==> src/hw/rtl/escaped_terminator_detector_core_macros.svh <==
// Assertion macros for the escaped terminator detector.
// Used by etd_step for its concurrent checks; needs clock and reset in scope.
`ifndef ESCAPED_TERMINATOR_DETECTOR_CORE_MACROS_SVH
`define ESCAPED_TERMINATOR_DETECTOR_CORE_MACROS_SVH

// Same-cycle implication, checked out of reset.
`define ETD_ASSERT_NOW(label, ante, cons, msg) \
   label: assert property (@(posedge clock) disable iff (reset) (ante) |-> (cons)) \
      else $error(msg);

// Next-cycle implication, checked out of reset.
`define ETD_ASSERT_NEXT(label, ante, cons, msg) \
   label: assert property (@(posedge clock) disable iff (reset) (ante) |=> (cons)) \
      else $error(msg);

`endif

==> src/hw/rtl/etd_pkg.sv <==
// Shared types and constants for the escaped terminator detector.
// No dependencies; imported by every module of the block.
`timescale 1ns / 1ps

package etd_pkg;

   localparam int MAX_TERM_BYTES_DEF = 8;
   localparam int COUNT_BITS_DEF     = 16;

   localparam int TERM_BITS   = 64;
   localparam int TLEN_BITS   = 4;
   localparam int LEN_BITS    = 17;
   localparam int MAXLEN_BITS = 16;

   // source event codes
   localparam logic [1:0] EV_BYTE    = 2'd0;
   localparam logic [1:0] EV_EOD     = 2'd1;
   localparam logic [1:0] EV_ERROR   = 2'd2;
   localparam logic [1:0] EV_TIMEOUT = 2'd3;

   // end status codes
   localparam logic [2:0] ST_RUNNING  = 3'd0;
   localparam logic [2:0] ST_TERM     = 3'd1;
   localparam logic [2:0] ST_TOO_LONG = 3'd2;
   localparam logic [2:0] ST_EOD      = 3'd3;
   localparam logic [2:0] ST_ERROR    = 3'd4;
   localparam logic [2:0] ST_TIMEOUT  = 3'd5;

   // register indexes
   localparam logic [1:0] CSR_TERM_BYTES  = 2'd0;
   localparam logic [1:0] CSR_TERM_LENGTH = 2'd1;
   localparam logic [1:0] CSR_ESCAPE_BYTE = 2'd2;
   localparam logic [1:0] CSR_MAX_LENGTH  = 2'd3;

   localparam logic [TERM_BITS-1:0] TERM_BYTES_RST = 64'd10;
   localparam logic [TLEN_BITS-1:0] TERM_LEN_RST   = 4'd1;

   typedef struct packed {
      logic [1:0] source_event;
      logic [7:0] data_byte;
   } item_type;

   typedef struct packed {
      logic [TERM_BITS-1:0]   terminator_bytes;
      logic [TLEN_BITS-1:0]   terminator_length;
      logic [7:0]             escape_byte;
      logic [MAXLEN_BITS-1:0] max_length;
   } cfg_type;

endpackage

==> src/hw/rtl/etd_term_match.sv <==
// Masked compare of the shifted match window against the terminator.
// Depends on etd_pkg.
`timescale 1ns / 1ps

module etd_term_match
   import etd_pkg::*;
#(
   parameter int MAX_TERM_BYTES = MAX_TERM_BYTES_DEF
) (
   input  logic [8*MAX_TERM_BYTES-1:0] window,
   input  logic [TERM_BITS-1:0]        terminator_bytes,
   input  logic [TLEN_BITS-1:0]        terminator_length,
   output logic                        hit
);

   logic [TLEN_BITS-1:0] len_eff;

   // clamp length into 1..MAX_TERM_BYTES
   always_comb begin
      if (terminator_length == '0) begin
         len_eff = TLEN_BITS'(1);
      end else if (terminator_length > TLEN_BITS'(MAX_TERM_BYTES)) begin
         len_eff = TLEN_BITS'(MAX_TERM_BYTES);
      end else begin
         len_eff = terminator_length;
      end
   end

   always_comb begin
      hit = 1'b1;
      for (int i = 0; i < MAX_TERM_BYTES; i++) begin
         if (TLEN_BITS'(i) < len_eff &&
             window[8*i +: 8] != terminator_bytes[8*i +: 8]) begin
            hit = 1'b0;
         end
      end
   end

endmodule

==> src/hw/rtl/etd_step.sv <==
// Per-item step: escape handling, window shift, count and end detection,
// with the message state and the result register. Depends on etd_pkg, etd_term_match.
`timescale 1ns / 1ps

module etd_step
   import etd_pkg::*;
#(
   parameter int MAX_TERM_BYTES = MAX_TERM_BYTES_DEF,
   parameter int COUNT_BITS     = COUNT_BITS_DEF
) (
   input  logic                clock,
   input  logic                reset,
   input  cfg_type             cfg,
   input  logic                in_valid,
   input  item_type            in_item,
   output logic                in_ready,
   output logic                out_valid,
   input  logic                out_ready,
   output logic [7:0]          out_byte,
   output logic                keep_byte,
   output logic                message_done,
   output logic [2:0]          end_status,
   output logic [LEN_BITS-1:0] message_length
);

`include "escaped_terminator_detector_core_macros.svh"

   localparam int WIN_BITS = 8 * MAX_TERM_BYTES;
   localparam int CNT_BITS = COUNT_BITS + 1;
   localparam int CMP_BITS = CNT_BITS + MAXLEN_BITS;

   logic [WIN_BITS-1:0] window_ff, window_in, window_shift;
   logic                esc_pending_ff, esc_pending_in;
   logic [CNT_BITS-1:0] count_ff, count_in, count_next;

   logic                out_vld_ff, out_vld_in;
   logic [7:0]          obyte_ff;
   logic                keep_ff, done_ff;
   logic [2:0]          status_ff;
   logic [LEN_BITS-1:0] len_ff;

   logic                 advance, is_byte, is_esc, keep, matchable;
   logic                 term_hit, too_long, done;
   logic [2:0]           status;
   logic [CNT_BITS+LEN_BITS-1:0] count_wide;

   assign in_ready = !out_vld_ff || out_ready;
   assign advance  = in_valid && in_ready;

   assign is_byte   = (in_item.source_event == EV_BYTE);
   assign is_esc    = is_byte && !esc_pending_ff && (cfg.escape_byte != 8'd0) &&
                      (in_item.data_byte == cfg.escape_byte);
   assign keep      = is_byte && !is_esc;
   assign matchable = keep && !esc_pending_ff;

   assign window_shift = (window_ff << 8) | WIN_BITS'(in_item.data_byte);

   etd_term_match #(
      .MAX_TERM_BYTES(MAX_TERM_BYTES)
   ) u_match (
      .window           (window_shift),
      .terminator_bytes (cfg.terminator_bytes),
      .terminator_length(cfg.terminator_length),
      .hit              (term_hit)
   );

   // count saturates at 2**COUNT_BITS, i.e. once the top bit is set
   assign count_next = (keep && !count_ff[COUNT_BITS]) ? count_ff + CNT_BITS'(1) : count_ff;
   assign too_long   = (cfg.max_length != '0) &&
                       (CMP_BITS'(count_next) > CMP_BITS'(cfg.max_length));
   assign count_wide = {{LEN_BITS{1'b0}}, count_next};

   always_comb begin
      done   = 1'b0;
      status = ST_RUNNING;
      case (in_item.source_event)
         EV_BYTE: begin
            if (matchable && term_hit) begin
               done   = 1'b1;
               status = ST_TERM;
            end else if (too_long) begin
               done   = 1'b1;
               status = ST_TOO_LONG;
            end
         end
         EV_EOD: begin
            done   = 1'b1;
            status = ST_EOD;
         end
         EV_ERROR: begin
            done   = 1'b1;
            status = ST_ERROR;
         end
         EV_TIMEOUT: begin
            done   = 1'b1;
            status = ST_TIMEOUT;
         end
         default: begin
            done   = 1'b1;
            status = ST_EOD;
         end
      endcase
   end

   always_comb begin
      window_in      = window_ff;
      esc_pending_in = esc_pending_ff;
      count_in       = count_ff;
      if (advance) begin
         if (done) begin
            window_in      = '0;
            esc_pending_in = 1'b0;
            count_in       = '0;
         end else begin
            count_in       = count_next;
            esc_pending_in = is_esc;
            window_in      = matchable ? window_shift : '0;
         end
      end
   end

   assign out_vld_in = advance || (out_vld_ff && !out_ready);

   always_ff @(posedge clock) begin
      if (reset) begin
         window_ff      <= '0;
         esc_pending_ff <= 1'b0;
         count_ff       <= '0;
         out_vld_ff     <= 1'b0;
      end else begin
         window_ff      <= window_in;
         esc_pending_ff <= esc_pending_in;
         count_ff       <= count_in;
         out_vld_ff     <= out_vld_in;
      end
   end

   always_ff @(posedge clock) begin
      if (advance) begin
         obyte_ff  <= keep ? in_item.data_byte : 8'd0;
         keep_ff   <= keep;
         done_ff   <= done;
         status_ff <= status;
         len_ff    <= count_wide[LEN_BITS-1:0];
      end
   end

   assign out_valid      = out_vld_ff;
   assign out_byte       = obyte_ff;
   assign keep_byte      = keep_ff;
   assign message_done   = done_ff;
   assign end_status     = status_ff;
   assign message_length = len_ff;

   `ETD_ASSERT_NEXT(a_done_clears, advance && done, count_ff == '0 && window_ff == '0 && !esc_pending_ff, "message end did not clear state")
   `ETD_ASSERT_NOW(a_esc_window, esc_pending_ff, window_ff == '0, "window not cleared under pending escape")
   `ETD_ASSERT_NOW(a_drop_zero, out_vld_ff && !keep_ff, obyte_ff == 8'd0, "dropped item carries a byte")
   `ETD_ASSERT_NOW(a_status_done, out_vld_ff, (status_ff == ST_RUNNING) == !done_ff, "status disagrees with done")

endmodule

==> src/hw/rtl/escaped_terminator_detector_core.sv <==
// Escaped terminator detector, top level: config registers, input register, step stage.
// Path: an accepted req item goes through the input register, then the result register,
// which drives rsp_tvalid. Throughput: one item per cycle while rsp_tready stays high;
// the window shift, compare and count update are done in the same cycle.
// Reset: synchronous, active high; clears handshake state, message state and config registers
// (terminator 0x0A of length 1, escaping off, no length limit).
`timescale 1ns / 1ps

module escaped_terminator_detector_core
   import etd_pkg::*;
#(
   parameter int MAX_TERM_BYTES = MAX_TERM_BYTES_DEF,
   parameter int COUNT_BITS     = COUNT_BITS_DEF
) (
   input  logic        clock,
   input  logic        reset,
   // input items
   input  logic        req_tvalid,
   output logic        req_tready,
   input  logic [7:0]  req_tdata,   // [7:0] data_byte
   input  logic [1:0]  req_tuser,   // [1:0] source_event
   // result items
   output logic        rsp_tvalid,
   input  logic        rsp_tready,
   output logic [31:0] rsp_tdata,   // [7:0] out_byte, [24:8] message_length, rest zero
   output logic [3:0]  rsp_tuser,   // [0] keep_byte, [3:1] end_status
   output logic        rsp_tlast,   // message_done
   // register writes
   input  logic        csr_valid,
   output logic        csr_ready,
   input  logic [1:0]  csr_index,
   input  logic [63:0] csr_wdata
);

   // Both sides are decoupled by registers, so req_tready only drops when both stages
   // hold items and rsp_tready is low.

   cfg_type  cfg_ff, cfg_in;
   logic     in_vld_ff, in_vld_in;
   item_type in_item_ff;
   logic     step_ready, req_fire;

   logic [7:0]          out_byte;
   logic                keep_byte;
   logic [2:0]          end_status;
   logic [LEN_BITS-1:0] message_length;

   // Config writes land at once; the port never stalls.
   assign csr_ready = 1'b1;

   always_comb begin
      cfg_in = cfg_ff;
      if (csr_valid) begin
         case (csr_index)
            CSR_TERM_BYTES:  cfg_in.terminator_bytes  = csr_wdata;
            CSR_TERM_LENGTH: cfg_in.terminator_length = csr_wdata[TLEN_BITS-1:0];
            CSR_ESCAPE_BYTE: cfg_in.escape_byte       = csr_wdata[7:0];
            CSR_MAX_LENGTH:  cfg_in.max_length        = csr_wdata[MAXLEN_BITS-1:0];
            default:         cfg_in = cfg_ff;
         endcase
      end
   end

   // Input register: take a new item whenever the slot is empty or draining.
   assign req_tready = !in_vld_ff || step_ready;
   assign req_fire   = req_tvalid && req_tready;
   assign in_vld_in  = req_fire || (in_vld_ff && !step_ready);

   always_ff @(posedge clock) begin
      if (reset) begin
         in_vld_ff                <= 1'b0;
         cfg_ff.terminator_bytes  <= TERM_BYTES_RST;
         cfg_ff.terminator_length <= TERM_LEN_RST;
         cfg_ff.escape_byte       <= 8'd0;
         cfg_ff.max_length        <= '0;
      end else begin
         in_vld_ff <= in_vld_in;
         cfg_ff    <= cfg_in;
      end
   end

   // Hold the payload while the slot waits; load on accept.
   always_ff @(posedge clock) begin
      if (req_fire) begin
         in_item_ff.source_event <= req_tuser;
         in_item_ff.data_byte    <= req_tdata;
      end
   end

   // Escape handling, window match, count and result register.
   etd_step #(
      .MAX_TERM_BYTES(MAX_TERM_BYTES),
      .COUNT_BITS    (COUNT_BITS)
   ) u_step (
      .clock         (clock),
      .reset         (reset),
      .cfg           (cfg_ff),
      .in_valid      (in_vld_ff),
      .in_item       (in_item_ff),
      .in_ready      (step_ready),
      .out_valid     (rsp_tvalid),
      .out_ready     (rsp_tready),
      .out_byte      (out_byte),
      .keep_byte     (keep_byte),
      .message_done  (rsp_tlast),
      .end_status    (end_status),
      .message_length(message_length)
   );

   assign rsp_tdata = {7'd0, message_length, out_byte};
   assign rsp_tuser = {end_status, keep_byte};

endmodule
==> config.mk <==
export PLATFORM = sky130hd
export DESIGN_NAME = escaped_terminator_detector_core
export DESIGN_NICKNAME = d
export VERILOG_FILES = /design/src/hw/rtl/etd_pkg.sv /design/src/hw/rtl/etd_term_match.sv /design/src/hw/rtl/etd_step.sv /design/src/hw/rtl/escaped_terminator_detector_core.sv
export VERILOG_INCLUDE_DIRS = /design/src /design/src/hw/rtl
export SDC_FILE = /design/constraint.sdc
export NUM_CORES = 1
export LEC_CHECK = 0
export ABC_AREA = 1
export BUFFER_PORTS_ARGS = -buffer_cell sky130_fd_sc_hd__clkbuf_2
export CORE_MARGIN = 4
export CORE_UTILIZATION = 40
export DETAILED_ROUTE_END_ITERATION = 7
export PLACE_DENSITY = 0.68
export SYNTH_ARGS = -nofsm -noshare
export SYNTH_HDL_FRONTEND = slang
export SYNTH_SLANG_ARGS = --single-unit
==> constraint.sdc <==
create_clock -name clock -period 2.87 [get_ports clock]
set_input_delay 0.7175 -clock clock [delete_from_list [all_inputs] [get_ports clock]]
set_output_delay 0.7175 -clock clock [all_outputs]
set_load 0.01 [all_outputs]
Yosys cells after proc, flatten, opt, wreduce, memory -nomap -nowiden
Cells that the tools add are included.
Widths: inputs -> output; s select.
{ "op_classes": {"addsub": 1, "magnitude_cmp": 10, "n_eq_ne": 15, "n_mux": 21, "n_bitwise": 1, "n_reduce_logical": 41} }
{ "ops": {"columns": ["cell", "count"], "rows": [
  ["$mux 56", 2],
  ["$ne 8x8->1", 8],
  ["$or 64x8->64", 1],
  ["$mux 17", 2],
  ["$logic_and 1x1->1", 20],
  ["$add 17x1->17 const B", 1],
  ["$gt 17x16->1", 1],
  ["$lt 3x4->1 const A", 4],
  ["$reduce_bool 16->1", 1],
  ["$pmux 3 s4", 1],
  ["$mux 1", 11],
  ["$eq 2x2->1 const B", 4],
  ["$eq 8x8->1", 1],
  ["$lt 1x4->1 const A", 2],
  ["$lt 2x4->1 const A", 2],
  ["$mux 4", 2],
  ["$reduce_and 2->1", 4],
  ["$reduce_bool 8->1", 1],
  ["$logic_not 1->1", 7],
  ["$eq 2x1->1 const B", 2],
  ["$gt 4x4->1 const B", 1],
  ["$logic_not 2->1", 2],
  ["$logic_not 4->1", 1],
  ["$logic_or 1x1->1", 4],
  ["other kinds (4)", 4]
]} }
{ "word_totals": {"ff_bits": 208, "in_bits": 81, "out_inout_bits": 40} }

Longest topological paths before layout
Gate-level depths: netlist (run 1).
{ "logic_depth": {"word_depth": 17, "depth_mapped": 28, "mapped_depth_nobuf": 26} }

By module
From an unflattened synthesis (run 1), not the netlist that was laid out.
{ "hier_totals": {"hier_cells": 1659, "hier_area_um2": 11197.0} }
{ "by_module_without_submodules": {"columns": ["mod", "n_inst", "cells_per_inst", "area_per_inst_um2"], "rows": [
  ["etd_step", 1, 787, 5691.7],
  ["escaped_terminator_detector_core", 1, 623, 4374.2],
  ["etd_term_match", 1, 249, 1131.1]
]} }

Worst setup path after synthesis (run 1)
OpenSTA, ideal clock, no wires.
{ "synth_timing": {"path_kind": "flip-flop to flip-flop", "start": "reg in_item_ff[6] in the netlist's numbering", "end": "reg u_step.count_ff[13]", "arrival_ps": 2846, "required_ps": 2730, "slack_ps": -116, "stages_incl_launch_ff": 26, "n_path_buf": 2, "period_less_slack_ps": 2986, "cell_sequence": "edfxtp_1 -> xnor2_1 -> nand2_1 -> nor2_2 -> nand3_4 -> nand3_1 -> inv_1 -> nand2_1 -> xor2_1 -> inv_1 -> ha_1 -> nand2_1 -> nor2_1 -> nand3b_1 -> nand3_1 -> nand2_1 -> nand2_1 -> nand2_1 -> nand2_1 -> nand2_1 -> nand2_2 -> nand2_4 -> buf_12 -> buf_12 -> nand4_2 -> a21oi_2"} }
{ "synth_between": {"word_cells_on_any_way": 25, "classes_between": "order compare: 1; eq/ne: 2; mux: 13; bitwise: 1; reduce/logical: 8"} }
{ "synth_rtl": {"columns": ["element", "line_no", "source"], "rows": [
  ["start: declaration", "escaped_terminator_detector_core.sv:40", "item_type in_item_ff;"],
  ["$eq 8x8->1", "etd_step.sv:52", "(in_item.data_byte == cfg.escape_byte);"],
  ["$logic_and 1x1->1", "etd_step.sv:51", "assign is_esc = is_byte && !esc_pending_ff && (cfg.escape_byte != 8'd0) &&"],
  ["$logic_not 1->1", "etd_step.sv:53", "assign keep = is_byte && !is_esc;"],
  ["$logic_and 1x1->1", "etd_step.sv:53", null],
  ["$logic_and 1x1->1", "etd_step.sv:68", "assign count_next = (keep && !count_ff[COUNT_BITS]) ? count_ff + CNT_BITS'(1) : count_ff;"],
  ["$mux 17", "etd_step.sv:68", null],
  ["net u_step.count_next[6]", "etd_step.sv:34", "logic [CNT_BITS-1:0] count_ff, count_in, count_next;"],
  ["$gt 17x16->1", "etd_step.sv:70", "(CMP_BITS'(count_next) > CMP_BITS'(cfg.max_length));"],
  ["$logic_and 1x1->1", "etd_step.sv:69", "assign too_long = (cfg.max_length != '0) &&"],
  ["$mux 1", "etd_step.sv:81", "end else if (too_long) begin"],
  ["$mux 1", "etd_step.sv:78", "if (matchable && term_hit) begin"],
  ["$pmux 1 s2", "etd_step.sv:76", "case (in_item.source_event)"],
  ["$mux 17", "etd_step.sv:110", "if (done) begin"],
  ["end signal: assignment", "etd_step.sv:133", "count_ff <= count_in;"],
  ["end: declaration", "etd_step.sv:34", null]
]} }
The timed path passes the listed nets, and every way through them passes these cells.
A chain may end at the register's enable or synchronous reset.

Worst setup path after layout (run 1)
{ "layout_timing": {"start": "reg in_item_ff[3] in the netlist's numbering", "end": "reg u_step.window_ff[0]"} }
{ "layout_between": {"word_cells_on_any_way": 26, "classes_between": "order compare: 1; eq/ne: 2; mux: 14; bitwise: 1; reduce/logical: 8"} }
{ "layout_rtl": {"columns": ["element", "line_no", "source"], "rows": [
  ["$eq 8x8->1", "etd_step.sv:52", null],
  ["$logic_and 1x1->1", "etd_step.sv:51", null],
  ["$logic_not 1->1", "etd_step.sv:53", null],
  ["$logic_and 1x1->1", "etd_step.sv:53", null],
  ["$logic_and 1x1->1", "etd_step.sv:68", null],
  ["$mux 17", "etd_step.sv:68", null],
  ["net u_step.count_next[6]", "etd_step.sv:34", null],
  ["$gt 17x16->1", "etd_step.sv:70", null],
  ["$logic_and 1x1->1", "etd_step.sv:69", null],
  ["$mux 1", "etd_step.sv:81", null],
  ["$mux 1", "etd_step.sv:78", null],
  ["$pmux 1 s2", "etd_step.sv:76", null],
  ["$mux 56", "etd_step.sv:110", null],
  ["end signal: assignment", "etd_step.sv:131", "window_ff <= window_in;"],
  ["end: declaration", "etd_step.sv:32", "logic [WIN_BITS-1:0] window_ff, window_in, window_shift;"]
]} }
The timed path passes the listed nets, and every way through them passes these cells.

==> out/qor.csv, run 1 <==
stage,metric,value,unit
synthesis,synth_ff_type,dfxtp_1,
synthesis,yosysWarnings,0,
cts,clock-sinks,208,
sta,setup_ws,-0.513,ns
synthesis,ys_ff_latch,208,
cts,cts_max_level,1,
pwr,p_leak,5.61,nW
routing,drc_errors,0,
layout,fin_util,52.8,%
layout,fin_nets,1683,
synthesis,synth_cell_type_count,39,
routing,first_pass_iters,5,
sta,whs,0.375,ns
placed_design,portBuffers,112,
cts,hold_buffers,0,
layout,final_common_cell,nand2_1,
routing,avgRoutedWirePerCell,15.4,um
flow_run,maxCapViolCount,0,
outcome,status,"finished, violations left",
floorplanning,io_pins,121,
sta,hold_viol_final,0,
critical_path,r2r_cells,25,
synthesis,post_synth.cell_area_avg,7.49,um2
pwr,power.density,558,nW/um2
layout,fillers,2313,
floorplanning,fp.dieH,168,um
sta,period_share,118,%
critical_path,r2r_start,in_item_ff[3],
placed_design,dpl-instance-area,11700,um2
routing,via_count,9857,
placed_design,hpwl,19.1,mm
critical_path,slowest_delay,0.42,ns
hold_path,worstHoldEndpoint,in_item_ff[9],
cts,cts.clk_slew.worst_paths,0.06,ns
synthesis,ys_seq_area_share,44.4,%
global_route,grt_pass1_vias,9375,
routing,drt_wl_total,29.8,mm
routing,final_antenna_net_count,0,
global_route,grt_max_degree,79,
global_route,grtUsageTotal,19.6,%
floorplanning,core-area,25300,um2
critical_path,cp_top_family,simple AND/OR/NAND/NOR gates,
critical_path,startpoint_type,flop,
critical_path,path_max_fanout,5,
synthesis,synth_edf_count,40,
critical_path,critPathSlowestCell,edfxtp_1,
floorplanning,num_rows,58,
placed_design,gp_congestion,0.870,
layout,synthToLayoutAreaGrowth,29.7,%
layout,drive_gt1_share,25.6,%
global_route,overflow,0,
global_route,grt_pass1_wl,46.7,mm
sta,maxSlewViolCount,0,
synthesis,synthArstFlopShare,0,%
cts,cts_root_buffer,clkbuf_16,
pwr,total_power,0.00744,W
sta,slew_headroom,41.9,%
routing,drt_iter0_markers,703,
floorplanning,initial_core_util,40.7,%
critical_path,crit_required,3.24,ns
sta,finalSetupTns,-35.44,ns
pwr,irDropWorstVdd,0.000408,V
routing,viasPerCell,5.10,
hold_path,hold_path_depth,1,
outcome,violations,negative setup slack,
hold_path,hp-start,req_tuser[1],
critical_path,r2r-end,u_step.window_ff[0],
cts,cts_tree,done,
critical_path,worst-setup-path-type,reg2reg,
critical_path,critPathCaptureType,flop,
critical_path,worstPathArrival,3.75,ns
sta,skew,0.00674,ns
synthesis,syn_area,10300,um2
layout,layout_common_cells,"245 x nand2_1, 205 x nor2_1, 167 x dfxtp_1, 141 x inv_1, 124 x buf_4",
synthesis,netlist_instances,1371,
global_route,antenna_found_initial,1,
layout,stdcell_area,13300,um2
floorplanning,die-width,168,um
sta,max_freq,0.296,GHz
critical_path,path_buf_inv,4,
floorplanning,design.die.area,28300,um2
sta,tightestPinTransition,0.868,ns
cts,clk_latency,0.52,ns
cts,cts_made_buffers,25,
layout,diodes,0,
sta,timing.final.setup_violations,77,
critical_path,r2r_slack,-0.51,ns
critical_path,path_common_cell,nand2_1,
critical_path,startpoint,in_item_ff[3],
hold_path,hp-class,in2reg,
sta,rsz0062_at_grt,yes,
cts,clockBufferDepth,3,
sta,fin_crit,3.38,ns
-- how the worst max path moves through the flow --
stage	end	cells after the start	slack, ns
6_report	u_step.window_ff[0]	25	-0.51
5_1_grt	u_step.window_ff[7]	25	-0.65
4_1_cts	u_step.window_ff[7]	25	-0.31
3_5_place_dp	u_step.window_ff[33]	22	-0.43
3_3_place_gp	u_step.window_ff[2]	23	-0.39
2_1_floorplan	u_step.count_ff[13]	25	0.002
-- where the power goes --
group / switching [W] / internal [W] / total, W
Combinational: 0.000697 / 0.000545 / 0.00124
Sequential: 0.0000624 / 0.00309 / 0.00315
Clock: 0.00123 / 0.00181 / 0.00304
Total: 0.00199 / 0.00545 / 0.00744
-- cell usage after synthesis (2+ instances only) --
library cell,instances,area share [%]
nand4_1,77,4.7
nor2_2,2,0.12
xnor2_1,32,2.7
nand3_1,22,1.1
nor2_1,209,7.6
dfxtp_1,168,33
nand2_1,261,9.5
buf_12,2,0.39
nand3_4,2,0.34
buf_6,2,0.22
buf_8,2,0.29
a21oi_1,121,5.9
nor4_1,4,0.24
o21ai_0,92,4.5
nand4_2,10,1.2
nand2_2,2,0.12
clkbuf_1,49,1.8
inv_2,5,0.18
nor3_1,7,0.34
o211ai_1,5,0.37
buf_1,7,0.26
nand3b_1,2,0.15
xor2_1,25,2.1
o21bai_1,2,0.15
conb_1,2,0.073
a21oi_2,10,0.85
edfxtp_1,40,12
ha_1,17,2.1
buf_2,14,0.68
nand2_4,3,0.33
buf_4,11,0.80
inv_1,156,5.7
a21o_1,2,0.15
-- repair_timing --
| item | in CTS | in global routing |
|---|---|---|
| setup endpoints to repair | 76 | 77 |
| pin swaps | 14 | 26 |
| setup buffers | 39 | 24 |
| gates resized for setup | 42 | 58 |
| cloned | 1 | 4 |
-- layout make-up --
| class | count | area [um2] | share of cell area (%) |
|---|---|---|---|
| Multi-Input combinational cell | 923 | 5020 | 37.7 |
| Sequential cell | 208 | 4570 | 34.2 |
| Timing Repair Buffer | 266 | 1930 | 14.5 |
| Clock buffer | 33 | 706 | 5.29 |
| Inverter | 161 | 609 | 4.57 |
| Tap cell | 330 | 413 | 3.10 |
| Clock inverter | 12 | 88.8 | 0.666 |
-- metrics by stage --
stage	setup WS, ns	std cells
detailed placement	-0.431	1835
floorplan	0.00189	1377
finish	-0.513	1933
global route	-0.650	1933
global placement	-0.386	1835
CTS	-0.305	1920
-- sequential cells by signal (all words and copies together), names as in the netlist --
signal and count:
u_step.keep_byte 1, u_step.out_byte 8, u_step.message_done 1, u_step.window_ff 56
u_step.message_length 17, u_step.out_valid 1, cfg_ff 92, u_step.count_ff 17
u_step.end_status 3, u_step.esc_pending_ff 1, in_item_ff 10, in_vld_ff 1
-- worst reg2reg max path, cell delays in order (launching register included) --
cell,delay (ns)
edfxtp_1,0.42
xnor2_1,0.23
nand2_2,0.13
nor2_2,0.16
nand3_4,0.11
nand3_4,0.12
inv_6,0.07
nand2_4,0.06
xor2_2,0.19
inv_2,0.09
ha_4,0.28
nand2_1,0.07
nor2_2,0.16
nand3b_1,0.13
nand3_1,0.11
nand2_1,0.05
nand2_1,0.06
nand2_1,0.04
nand2_1,0.06
nand2_2,0.07
nand2_4,0.12
nand2_8,0.11
buf_6,0.16
buf_4,0.13
nand4_2,0.06
a21oi_2,0.06
-- per-layer routing --
metal  share of wire (%)  vias to the layer above  global-route usage (%)
li1                    -                     4852                       -
met1                  42                     4620                    25.3
met2                  48                      301                    33.0
met3                 5.9                       82                    3.15
met4                 3.8                        2                    7.55
met5               0.023                        -                       0
-- kinds of logic (layout without fill, tap and decap cells) --
kind of cell | count (synthesis) | after routing | share of synthesized area [%]
other | 2 | 8 | 0.0731
buffers and inverters | 248 | 472 | 10.3
AOI/OAI and AO/OA | 233 | 233 | 12.0
xor gates and xnor gates | 57 | 57 | 4.86
adders and majority gates | 17 | 17 | 2.07
and+or+nand+nor | 606 | 608 | 26.3
DFF | 208 | 208 | 44.4
Power figures use the tool's default switching activity.
==> run 2, diff against run 1 <==
--- a/config.mk
+++ b/config.mk
@@ -9,9 +9,9 @@
 export ABC_AREA = 1
 export BUFFER_PORTS_ARGS = -buffer_cell sky130_fd_sc_hd__clkbuf_2
 export CORE_MARGIN = 4
-export CORE_UTILIZATION = 40
+export CORE_UTILIZATION = 53
 export DETAILED_ROUTE_END_ITERATION = 7
-export PLACE_DENSITY = 0.68
+export PLACE_DENSITY = 0.83
 export SYNTH_ARGS = -nofsm -noshare
 export SYNTH_HDL_FRONTEND = slang
 export SYNTH_SLANG_ARGS = --single-unit
==> run 2 against run 1 <==
  * Core utilization grew 16 points
  * Clock-buffer cell count decreased by 6
  * The run still ends with negative setup slack left
  * Sequential share of layout area is 0.69 points higher
  * Highest routed layer is now met4
  * Worst hold slack worse by 0.0016 ns
  * Die area decreased by 23%
  * Combinational power is essentially flat
  * First-iteration DRC count increased by 46%
  * Power decreased by 0.54%
  * Critical path type unchanged
==> out/qor.csv, run 2 (synthesis results as in run 1) <==
stage,metric,value,unit
critical_path,crit_required,3.08,ns
floorplanning,num_rows,50,
placed_design,gp_congestion,0.945,
sta,max_freq,0.291,GHz
global_route,grt_max_degree,98,
hold_path,worstHoldEndpoint,in_item_ff[1],
pwr,pwr-share-comb,16.8,%
placed_design,portBuffers,112,
global_route,grtUsageTotal,25.2,%
cts,cts.clk_slew.worst_paths,0.06,ns
layout,synthToLayoutAreaGrowth,27.2,%
pwr,irDropWorstVdd,0.000429,V
routing,drc_errors,0,
global_route,overflow,0,
pwr,clockPowerShare,40.5,%
placed_design,hpwl,18.2,mm
critical_path,r2r_slack,-0.57,ns
routing,via_count,10100,
layout,fillers,1409,
sta,setup_ws,-0.566,ns
cts,clock-sinks,208,
cts,cts_root_buffer,clkbuf_16,
layout,final_common_cell,nand2_1,
critical_path,path_max_fanout,5,
pwr,power.density,566,nW/um2
layout,layout_common_cells,"244 x nand2_1, 203 x nor2_1, 166 x dfxtp_1, 144 x inv_1, 122 x buf_4",
sta,period_share,120,%
critical_path,worstPathArrival,3.65,ns
routing,avgRoutedWirePerCell,16.2,um
critical_path,r2r_cells,21,
critical_path,worst-setup-path-type,reg2reg,
global_route,antenna_found_initial,0,
sta,maxSlewViolCount,0,
critical_path,startpoint_type,flop,
routing,viasPerCell,5.49,
cts,cts_max_level,1,
routing,drt_wl_total,29.8,mm
cts,hold_buffers,0,
floorplanning,io_pins,121,
pwr,power_switching,0.00198,W
placed_design,dpl-instance-area,11500,um2
layout,fin_nets,1665,
floorplanning,design.die.area,21700,um2
routing,drt_iter0_markers,1025,
layout,stdcell_area,13100,um2
sta,tightestPinTransition,0.804,ns
floorplanning,fp.dieH,147,um
sta,timing.final.setup_violations,77,
pwr,total_power,0.00740,W
pwr,share_seq_of_total_power,42.7,%
floorplanning,core-area,18900,um2
floorplanning,die-width,147,um
pwr,p_leak,5.51,nW
outcome,violations,negative setup slack,
pwr,power.internal,0.00542,W
layout,largestRegisters,"cfg_ff x92, u_step.window_ff x56",
routing,first_pass_iters,7,
pwr,swShare,26.8,%
cts,clk_latency,0.51,ns
layout,diodes,0,
hold_path,hp-start,req_tdata[1],
routing,final_antenna_net_count,0,
hold_path,hp-class,in2reg,
floorplanning,initial_core_util,54.4,%
cts,cts_made_buffers,23,
global_route,grt_pass1_vias,9375,
global_route,grt_pass1_wl,45.7,mm
sta,fin_crit,3.44,ns
layout,drive_gt1_share,24.9,%
cts,cts_tree,done,
hold_path,hold_path_depth,1,
critical_path,critPathCaptureType,flop,
flow_run,maxCapViolCount,0,
critical_path,r2r_start,in_item_ff[4],
layout,largest_register_ffs,92,
sta,slew_headroom,46.4,%
critical_path,r2r-end,u_step.message_done,
outcome,status,"finished, violations left",
cts,clockBufferDepth,3,
sta,skew,0.0172,ns
sta,hold_viol_final,0,
layout,top_register,cfg_ff,
sta,rsz0062_at_grt,yes,
## run 2: layout make-up
cell class / instances / area [um2] / share of cell area, %
clock buffers: 27 / 611 / 4.67
clock inverters: 15 / 156 / 1.20
inverters: 161 / 609 / 4.66
multi-input cells: 923 / 5040 / 38.5
flip-flops and latches: 208 / 4570 / 34.9
well taps: 260 / 325 / 2.49
repair buffers: 250 / 1770 / 13.5
## run 2: power groups by stage
stage | Sequential, W | Clock (W) | Combinational (W)
after floorplan | 0.00321 | 0 | 0.000593
after global placement | 0.00321 | 0 | 0.000877
after detailed placement | 0.00322 | 0 | 0.000894
after CTS | 0.00315 | 0.00301 | 0.00109
after global routing | 0.00317 | 0.00315 | 0.00133
final | 0.00316 | 0.00300 | 0.00124
## run 2: per-layer routing
metal  track usage [%]  share of wire [%]  vias to the layer above
met2              42.9                 49                      509
met4              10.4                4.7                        0
met1              31.8                 39                     4669
met5                 0                  0                        -
met3              4.19                8.1                      117
li1                  -                  -                     4820
## run 2: worst max path at each step
| stage | endpoint | cells past startpoint | from |
|---|---|---|---|
| finish | u_step.message_done | 21 | in_item_ff[4] |
| CTS | u_step.window_ff[43] | 25 | in_item_ff[4] |
| global placement | u_step.window_ff[1] | 26 | in_item_ff[6] |
| floorplan | u_step.count_ff[13] | 25 | in_item_ff[6] |
| detailed placement | u_step.window_ff[54] | 20 | in_item_ff[5] |
| global route | u_step.window_ff[54] | 22 | in_item_ff[4] |
## run 2: worst max-delay path, stage by stage (launching register included)
cell and delay (ns):
edfxtp_1 0.46, nand2_1 0.11, nand4_1 0.17, nor2_2 0.21, nand3_4 0.11, nand3_4 0.15, buf_6 0.13, nand2_1 0.05
nand2_1 0.13, inv_2 0.10, ha_4 0.29, nand2_2 0.09, nor2_4 0.14, buf_4 0.12, buf_4 0.09, buf_4 0.09
nand3b_1 0.10, nand2_2 0.10, nand2_4 0.09, nand2_8 0.13, buf_6 0.15, nand3_4 0.11
## run 2: metrics by stage
step	TNS (ns)	std cells	hold WS [ns]	setup slack (ns)	utilization, %
detailed placement	-25.16	1759	0.464	-0.407	61.1
global route	-50.60	1844	0.353	-0.704	69.2
CTS	-21.80	1836	0.359	-0.358	67.6
global placement	-19.08	1759	0.455	-0.300	61.1
floorplan	0	1377	0.441	0.00189	-
finish	-38.07	1844	0.374	-0.566	69.2
## run 2: what timing repair did
action                     in CTS  in global routing
setup buffers                  32                  8
pin swaps                      15                 27
cloned                          3                  4
setup endpoints to repair      76                 77
resized for setup              31                 54
